[src/rtl/bdac_pkg.sv]
`default_nettype none
package bdac_pkg;

	localparam int VAL_W          = 16;
	localparam int CHAR_W         = 6;
	localparam int DIG_W          = 4;
	localparam int HW_DIGITS      = 5;
	localparam int MAX_DIGITS_DEF = 5;
	localparam int CNT_W          = $clog2(HW_DIGITS + 1);
	localparam int DIV_STAGES     = 4;
	localparam int DIV_STEPS      = VAL_W / DIV_STAGES;
	localparam int DAB_STEPS      = VAL_W / 2;
	localparam int BCD_W          = HW_DIGITS * DIG_W;
	localparam int DAB_W          = BCD_W + VAL_W;

	localparam logic [VAL_W-1:0]  LIM_RESET  = VAL_W'(999);
	localparam logic [CHAR_W-1:0] ASCII_ZERO = CHAR_W'(48);

	typedef logic [VAL_W-1:0] val_t;
	typedef logic [DAB_W-1:0] dab_t;

endpackage
`default_nettype wire

[src/rtl/bdac_num_if.sv]
`default_nettype none
interface bdac_num_if import bdac_pkg::*; ();
	logic valid;
	logic ready;
	val_t value;

	modport source (output valid, output value, input ready);
	modport sink (input valid, input value, output ready);
endinterface
`default_nettype wire

[src/rtl/bdac_txt_if.sv]
`default_nettype none
interface bdac_txt_if import bdac_pkg::*; ();
	logic              valid;
	logic              ready;
	logic [CHAR_W-1:0] digit_char;
	logic              last_digit;

	modport source (output valid, output digit_char, output last_digit, input ready);
	modport sink (input valid, input digit_char, input last_digit, output ready);
endinterface
`default_nettype wire

[src/rtl/bdac_mod.sv]
`default_nettype none
module bdac_mod import bdac_pkg::*; (
	input  wire  clk,
	input  wire  arst_n,
	input  wire  en,
	input  wire  in_valid,
	input  val_t in_value,
	input  val_t lim,
	output logic out_valid,
	output val_t out_value
);

	// restoring remainder: one bit per step, DIV_STEPS steps per stage
	function automatic val_t mod_step(input val_t r, input logic b, input val_t l);
		logic [VAL_W:0] t;
		t = {r, b};
		if (t >= {1'b0, l}) begin
			t = t - {1'b0, l};
		end
		return t[VAL_W-1:0];
	endfunction

	logic [DIV_STAGES-1:0] vld_s;
	logic [DIV_STAGES-1:0] need_s;
	val_t                  val_s [DIV_STAGES];
	val_t                  rem_s [DIV_STAGES];

	logic [DIV_STAGES-1:0] stg_vld;
	logic [DIV_STAGES-1:0] stg_need;
	val_t                  stg_val [DIV_STAGES];
	val_t                  stg_rem [DIV_STAGES];
	val_t                  nxt_rem [DIV_STAGES];

	always_comb begin
		stg_vld[0]  = in_valid;
		stg_need[0] = in_value > lim;
		stg_val[0]  = in_value;
		stg_rem[0]  = '0;
		for (int k = 1; k < DIV_STAGES; k++) begin
			stg_vld[k]  = vld_s[k-1];
			stg_need[k] = need_s[k-1];
			stg_val[k]  = val_s[k-1];
			stg_rem[k]  = rem_s[k-1];
		end
	end

	for (genvar k = 0; k < DIV_STAGES; k++) begin : g_stage
		always_comb begin
			val_t r;
			r = stg_rem[k];
			for (int j = 0; j < DIV_STEPS; j++) begin
				r = mod_step(r, stg_val[k][VAL_W-1-k*DIV_STEPS-j], lim);
			end
			nxt_rem[k] = r;
		end

		always_ff @(posedge clk or negedge arst_n) begin
			if (!arst_n) begin
				vld_s[k] <= 1'b0;
			end else if (en) begin
				vld_s[k] <= stg_vld[k];
			end
		end

		always_ff @(posedge clk) begin
			if (en) begin
				need_s[k] <= stg_need[k];
				val_s[k]  <= stg_val[k];
				rem_s[k]  <= nxt_rem[k];
			end
		end
	end

	assign out_valid = vld_s[DIV_STAGES-1];
	assign out_value = need_s[DIV_STAGES-1] ? rem_s[DIV_STAGES-1] : val_s[DIV_STAGES-1];

endmodule
`default_nettype wire

[src/rtl/binary_to_decimal_ascii_wrap_core.sv]
// Binary to ASCII decimal converter with a wrap limit.
// num channel: one beat carries a 16-bit unsigned value. txt channel: one
// beat per decimal digit, ASCII code in digit_char, most significant first,
// no leading zeros; last_digit marks the least significant digit. Zero
// gives a single '0'. Values above the limit are reduced modulo the limit.
// cfg_we/cfg_wdata write the limit (reset 999); zero is stored as one.
// Write it only while no beat is in flight.
// A num beat passes 4 remainder stages, 2 double-dabble stages, then the
// digit shifter; the first remainder stage loads on the accepting edge.
// A value gives 1 to 5 digits. The digit shifter sends one digit a cycle
// while txt.ready is high and takes the next value as its last digit goes
// out; it sets the value rate. The pipeline in front takes a value every
// cycle while the shifter keeps up.
// Reset empties all stages; txt.valid is low after reset.
// A stall on txt holds the shown digit; the pipeline fills on and freezes
// whole once its last stage holds a value the shifter cannot take yet, and
// only then does num.ready drop. Nothing is dropped or repeated.
`default_nettype none
module binary_to_decimal_ascii_wrap_core import bdac_pkg::*; #(
	parameter int MAX_DIGITS = MAX_DIGITS_DEF
) (
	input  wire        clk,
	input  wire        arst_n,
	input  wire        cfg_we,
	input  val_t       cfg_wdata,
	bdac_num_if.sink   num,
	bdac_txt_if.source txt
);

	localparam int               EMIT_MAX   = (MAX_DIGITS < HW_DIGITS) ? MAX_DIGITS : HW_DIGITS;
	localparam logic [CNT_W-1:0] EMIT_MAX_C = CNT_W'(EMIT_MAX);

	// one double-dabble pass over DAB_STEPS bits: add 3 to digits >= 5, shift
	function automatic dab_t dabble(input dab_t x);
		dab_t y;
		y = x;
		for (int s = 0; s < DAB_STEPS; s++) begin
			for (int d = 0; d < HW_DIGITS; d++) begin
				if (y[VAL_W+d*DIG_W +: DIG_W] >= DIG_W'(5)) begin
					y[VAL_W+d*DIG_W +: DIG_W] = y[VAL_W+d*DIG_W +: DIG_W] + DIG_W'(3);
				end
			end
			y = y << 1;
		end
		return y;
	endfunction

	// limit register
	val_t wrap_limit_q;

	always_ff @(posedge clk or negedge arst_n) begin
		if (!arst_n) begin
			wrap_limit_q <= LIM_RESET;
		end else if (cfg_we) begin
			wrap_limit_q <= (cfg_wdata == '0) ? VAL_W'(1) : cfg_wdata;
		end
	end

	// global advance: everything moves unless the last stage is stuck
	logic adv;
	logic load_ok;
	logic mod_vld;
	val_t mod_val;

	assign num.ready = adv;

	bdac_mod u_mod (
		.clk       (clk),
		.arst_n    (arst_n),
		.en        (adv),
		.in_valid  (num.valid),
		.in_value  (num.value),
		.lim       (wrap_limit_q),
		.out_valid (mod_vld),
		.out_value (mod_val)
	);

	// binary to BCD, two stages of eight shifts
	logic vld_s5, vld_s6;
	dab_t dab_s5, dab_s6;

	always_ff @(posedge clk or negedge arst_n) begin
		if (!arst_n) begin
			vld_s5 <= 1'b0;
			vld_s6 <= 1'b0;
		end else if (adv) begin
			vld_s5 <= mod_vld;
			vld_s6 <= vld_s5;
		end
	end

	always_ff @(posedge clk) begin
		if (adv) begin
			dab_s5 <= dabble({BCD_W'(0), mod_val});
			dab_s6 <= dabble(dab_s5);
		end
	end

	// significant digit count, clipped to the emit limit
	logic [CNT_W-1:0] cnt;

	always_comb begin
		cnt = CNT_W'(1);
		for (int d = 1; d < HW_DIGITS; d++) begin
			if (dab_s6[VAL_W+d*DIG_W +: DIG_W] != '0) begin
				cnt = CNT_W'(d + 1);
			end
		end
		if (cnt > EMIT_MAX_C) begin
			cnt = EMIT_MAX_C;
		end
	end

	// digit shifter: idx_q walks from the top emitted digit down to zero
	logic [DIG_W-1:0] dig_q [HW_DIGITS];
	logic [CNT_W-1:0] idx_q;
	logic             busy_q;

	assign load_ok = !busy_q || (txt.ready && idx_q == '0);
	assign adv     = !vld_s6 || load_ok;

	always_ff @(posedge clk or negedge arst_n) begin
		if (!arst_n) begin
			busy_q <= 1'b0;
			idx_q  <= '0;
		end else if (vld_s6 && load_ok) begin
			busy_q <= 1'b1;
			idx_q  <= cnt - CNT_W'(1);
		end else if (busy_q && txt.ready) begin
			if (idx_q == '0) begin
				busy_q <= 1'b0;
			end else begin
				idx_q <= idx_q - CNT_W'(1);
			end
		end
	end

	always_ff @(posedge clk) begin
		if (vld_s6 && load_ok) begin
			for (int d = 0; d < HW_DIGITS; d++) begin
				dig_q[d] <= dab_s6[VAL_W+d*DIG_W +: DIG_W];
			end
		end
	end

	assign txt.valid      = busy_q;
	assign txt.digit_char = ASCII_ZERO + CHAR_W'(dig_q[idx_q]);
	assign txt.last_digit = (idx_q == '0);

endmodule
`default_nettype wire

[src/flat_wrapper.sv]
// flat-port wrapper written by rule: the top's interface ports become plain ports
module binary_to_decimal_ascii_wrap_core_flat import bdac_pkg::*;
#(
	parameter int MAX_DIGITS = MAX_DIGITS_DEF
)
  (clk, arst_n, cfg_we, cfg_wdata, num_valid, num_value, num_ready, txt_valid, txt_digit_char, txt_last_digit, txt_ready);
  bdac_num_if num_i ();
  bdac_txt_if txt_i ();
  input  wire clk;
  input  wire arst_n;
  input  wire cfg_we;
  input  val_t cfg_wdata;
  input wire logic [$bits(num_i.valid)-1:0] num_valid;
  input wire logic [$bits(num_i.value)-1:0] num_value;
  output wire logic [$bits(num_i.ready)-1:0] num_ready;
  output wire logic [$bits(txt_i.valid)-1:0] txt_valid;
  output wire logic [$bits(txt_i.digit_char)-1:0] txt_digit_char;
  output wire logic [$bits(txt_i.last_digit)-1:0] txt_last_digit;
  input wire logic [$bits(txt_i.ready)-1:0] txt_ready;
  assign num_i.valid = num_valid;
  assign num_i.value = num_value;
  assign num_ready = num_i.ready;
  assign txt_valid = txt_i.valid;
  assign txt_digit_char = txt_i.digit_char;
  assign txt_last_digit = txt_i.last_digit;
  assign txt_i.ready = txt_ready;
  binary_to_decimal_ascii_wrap_core #(.MAX_DIGITS(MAX_DIGITS)) u_core (.clk(clk), .arst_n(arst_n), .cfg_we(cfg_we), .cfg_wdata(cfg_wdata), .num(num_i), .txt(txt_i));
endmodule
[config.mk]
export PLATFORM = sky130hd
export DESIGN_NAME = binary_to_decimal_ascii_wrap_core_flat
export DESIGN_NICKNAME = d
export VERILOG_FILES = /design/src/rtl/bdac_pkg.sv /design/src/rtl/bdac_num_if.sv /design/src/rtl/bdac_txt_if.sv /design/src/rtl/bdac_mod.sv /design/src/rtl/binary_to_decimal_ascii_wrap_core.sv /design/src/flat_wrapper.sv
export SDC_FILE = /design/constraint.sdc
export NUM_CORES = 1
export LEC_CHECK = 0
export ABC_AREA = 1
export BUFFER_PORTS_ARGS = -buffer_cell sky130_fd_sc_hd__buf_4
export CAP_MARGIN = 20
export CORE_MARGIN = 5
export CORE_UTILIZATION = 30
export DETAILED_ROUTE_END_ITERATION = 8
export GPL_TIMING_DRIVEN = 0
export HOLD_SLACK_MARGIN = 0.02
export PLACE_DENSITY = 0.53
export SLEW_MARGIN = 20
export SYNTH_ARGS = -nofsm -noshare
export SYNTH_HDL_FRONTEND = slang
export SYNTH_SLANG_ARGS = --single-unit
[constraint.sdc]
create_clock -name clk -period 16.35 [get_ports clk]
set_input_delay 2.4525 -clock clk [delete_from_list [all_inputs] [get_ports clk]]
set_output_delay 2.4525 -clock clk [all_outputs]
set_load 0.005 [all_outputs]
==> impl_metrics.toml <==
[global_routing]
grt_first_pass_wirelength_um = 104300
grt_remaining_overflow = 0
grt_antenna_before_repair = 1
grt_pass1_vias = 20190
grt_usage = 0.1458
grt_max_degree = 94

[clocking]
cts_root_buf = "clkbuf_16"
clk_latency_ns = 0.57
clock-sinks = 216
cts-buffers-inserted = 27
ctsHoldBuffers = 0
cts_tree = "built"
post-cts-setup-buffers = 0
cts_max_path_buffers = 3
cts_resized = 0
path_clk_slew_ns = 0.06
htreeDepth = 1

[synth]
synth-edff-count = 190
synth_area_um2 = 24350
syn_area_per_cell_um2 = 7.393
ys_warn_count = 0
yosys_register_bits = 216
synthCells = 3294
synth_ff_type = "edfxtp_1"
ys_seq_area_frac = 0.2614
async_reset_ff_frac = 0.1204
synth_cell_types = 68

[worst_setup_path]
cp_slowest_cell = "clkinv_1"
slowest_delay_ns = 0.87
endpoint_kind = "flop"
critPathLaunchType = "flop"
worstSetupPathType = "reg2reg"
cp_max_fo = 17
worstPathArrival_ns = 12.29
crit_path_frequent_cell = "nand2_1"
crit_required_ns = 16.75

[sta]
worst_clock_skew_ns = 0.04519
hold_viol_final = 0
post-route-period-util = 0.7273
fmax_ghz = 0.08410
max_slew_margin = 0.2242
worst_slew_pin_slew_ns = 1.162
rsz0062_at_grt = "false"
setup_viol = 0
min_period_ns = 11.89
fin_hold_ws_ns = 0.4193
tns_ns = 0
slew_violations = 0

[status]
outcome = "finished clean"

[floorplan]
die_area_um2 = 86970
core_um2 = 80550
ioPinCount = 46
die-height_um = 294.9
dieWidth_um = 294.9
row_count = 104
start_util = 0.3023

[layout]
drive_gt1_frac = 0.09155
final_common_cell = "nand2_1"
layout_common_cells = "nand2_1 (866), inv_1 (366), ha_1 (333), a21oi_1 (279), edfxtp_1 (190)"
instances_no_fill = 4458
nets = 3761
area_growth_pct = 11.36

[flow_run]
drv_cap = 0

[placement]
gp_congestion = 0.8694
placed_cells = 4406
port_buffers = 43
place_hpwl_um = 50240

[hold_path]
hp-class = "reg2reg"

[route]
wl_per_cell_um = 14.49
ant_nets = 0
drt_iter0_drc = 1032
drt-total-wl_um = 64600
dr.pass1.iters = 5
vias = 21370
drc_errors = 0
via_per_inst = 4.793
sequential cells by signal (all words and copies together), names as in the netlist:
| register | count |
|---|---|
| u_core.dig_q | 20 |
| u_core.vld_s6 | 1 |
| u_core.u_mod.out_valid | 1 |
| u_core.txt.valid | 1 |
| u_core.u_mod.rem_s | 64 |
| u_core.wrap_limit_q | 16 |
| u_core.dab_s5 | 18 |
| u_core.dab_s6 | 20 |
| u_core.u_mod.need_s | 4 |
| u_core.idx_q | 3 |
| u_core.u_mod.stg_vld | 3 |
| u_core.vld_s5 | 1 |
| u_core.u_mod.val_s | 64 |
critical path, delay by kind of cell (launching register included):
kind,cells,cell delay (ns)
AO/OA/AOI/OAI,20,4.40
adder cells (fa/ha/maj),4,1.75
buffers and inverters,10,2.54
flip-flops,1,0.53
AND/OR/NAND/NOR,25,2.45
per-layer routing:
metal  GRT usage  part of all wire  routed length [µm]
met2      0.2541              0.47               30270
met1      0.1966              0.47               30610
met3     0.01424             0.034                2166
met4     0.03237             0.024                1541
met5           0                 0                   0
synthesized netlist by cell type (26+ instances only):
cell	n	share of area
nand2_2	34	0.0087
ha_1	333	0.17
nand4_1	36	0.0092
xor2_1	127	0.046
o21ai_0	187	0.038
nand2_1	866	0.13
inv_1	379	0.058
nand3_1	158	0.032
xnor2_1	85	0.031
nor2_1	159	0.025
a21oi_1	279	0.057
inv_2	26	0.0040
nor3_1	34	0.0070
o21ai_1	60	0.012
edfxtp_1	190	0.23
o21ai_2	38	0.014
cell families (layout without fill, tap and decap cells):
logic type      count (synthesis)  in the layout  share of synthesized area
simple gates                 1380           1380                     0.2432
mux                             2              2                  0.0009248
buf+inv                       456            558                    0.07460
xor+xnor                      214            214                    0.07805
flops                         216            216                     0.2614
other cells                     1              3                  0.0001540
fa+ha+maj                     348            348                     0.1834
compound gates                677            677                     0.1582
stage by stage:
step	util	cell area (µm²)	setup WS, ns
floorplan	-	24360	6.341
global placement	0.3229	26000	3.873
detailed placement	0.3250	26180	4.397
CTS	0.3363	27090	4.443
global route	0.3367	27120	3.286
finish	0.3367	27120	4.459
area by class of cell:
type                    count  area (µm²)
clock inverters            20       225.2
clock buffers              30       686.9
fillers                  8587       53430
repair buffers             52       511.7
multi-input cells        2623       16180
well taps                1060        1326
flip-flops and latches    216        6366
diodes                      1       2.502
plain buffers              48       280.3
inverters                 408        1544
path summary, 6_finish.rpt:
kind | start | endpoint | slack, ns | cells after the start
min | u_core.u_mod.need_s[1] | u_core.u_mod.need_s[2] | 0.42 | 0
max reg2reg | u_core.wrap_limit_q[6] | u_core.u_mod.rem_s[3][8] | 4.46 | 59
min in group asynchronous | arst_n | u_core.wrap_limit_q[4] | 1.86 | 1
max in group asynchronous | arst_n | u_core.wrap_limit_q[8] | 14.15 | 1
min reg2reg | u_core.u_mod.need_s[1] | u_core.u_mod.need_s[2] | 0.42 | 0
max | u_core.wrap_limit_q[6] | u_core.u_mod.rem_s[3][8] | 4.46 | 59
Power is not shown: default switching activity piles up to over one toggle a cycle in this logic, so the estimate is an artifact.
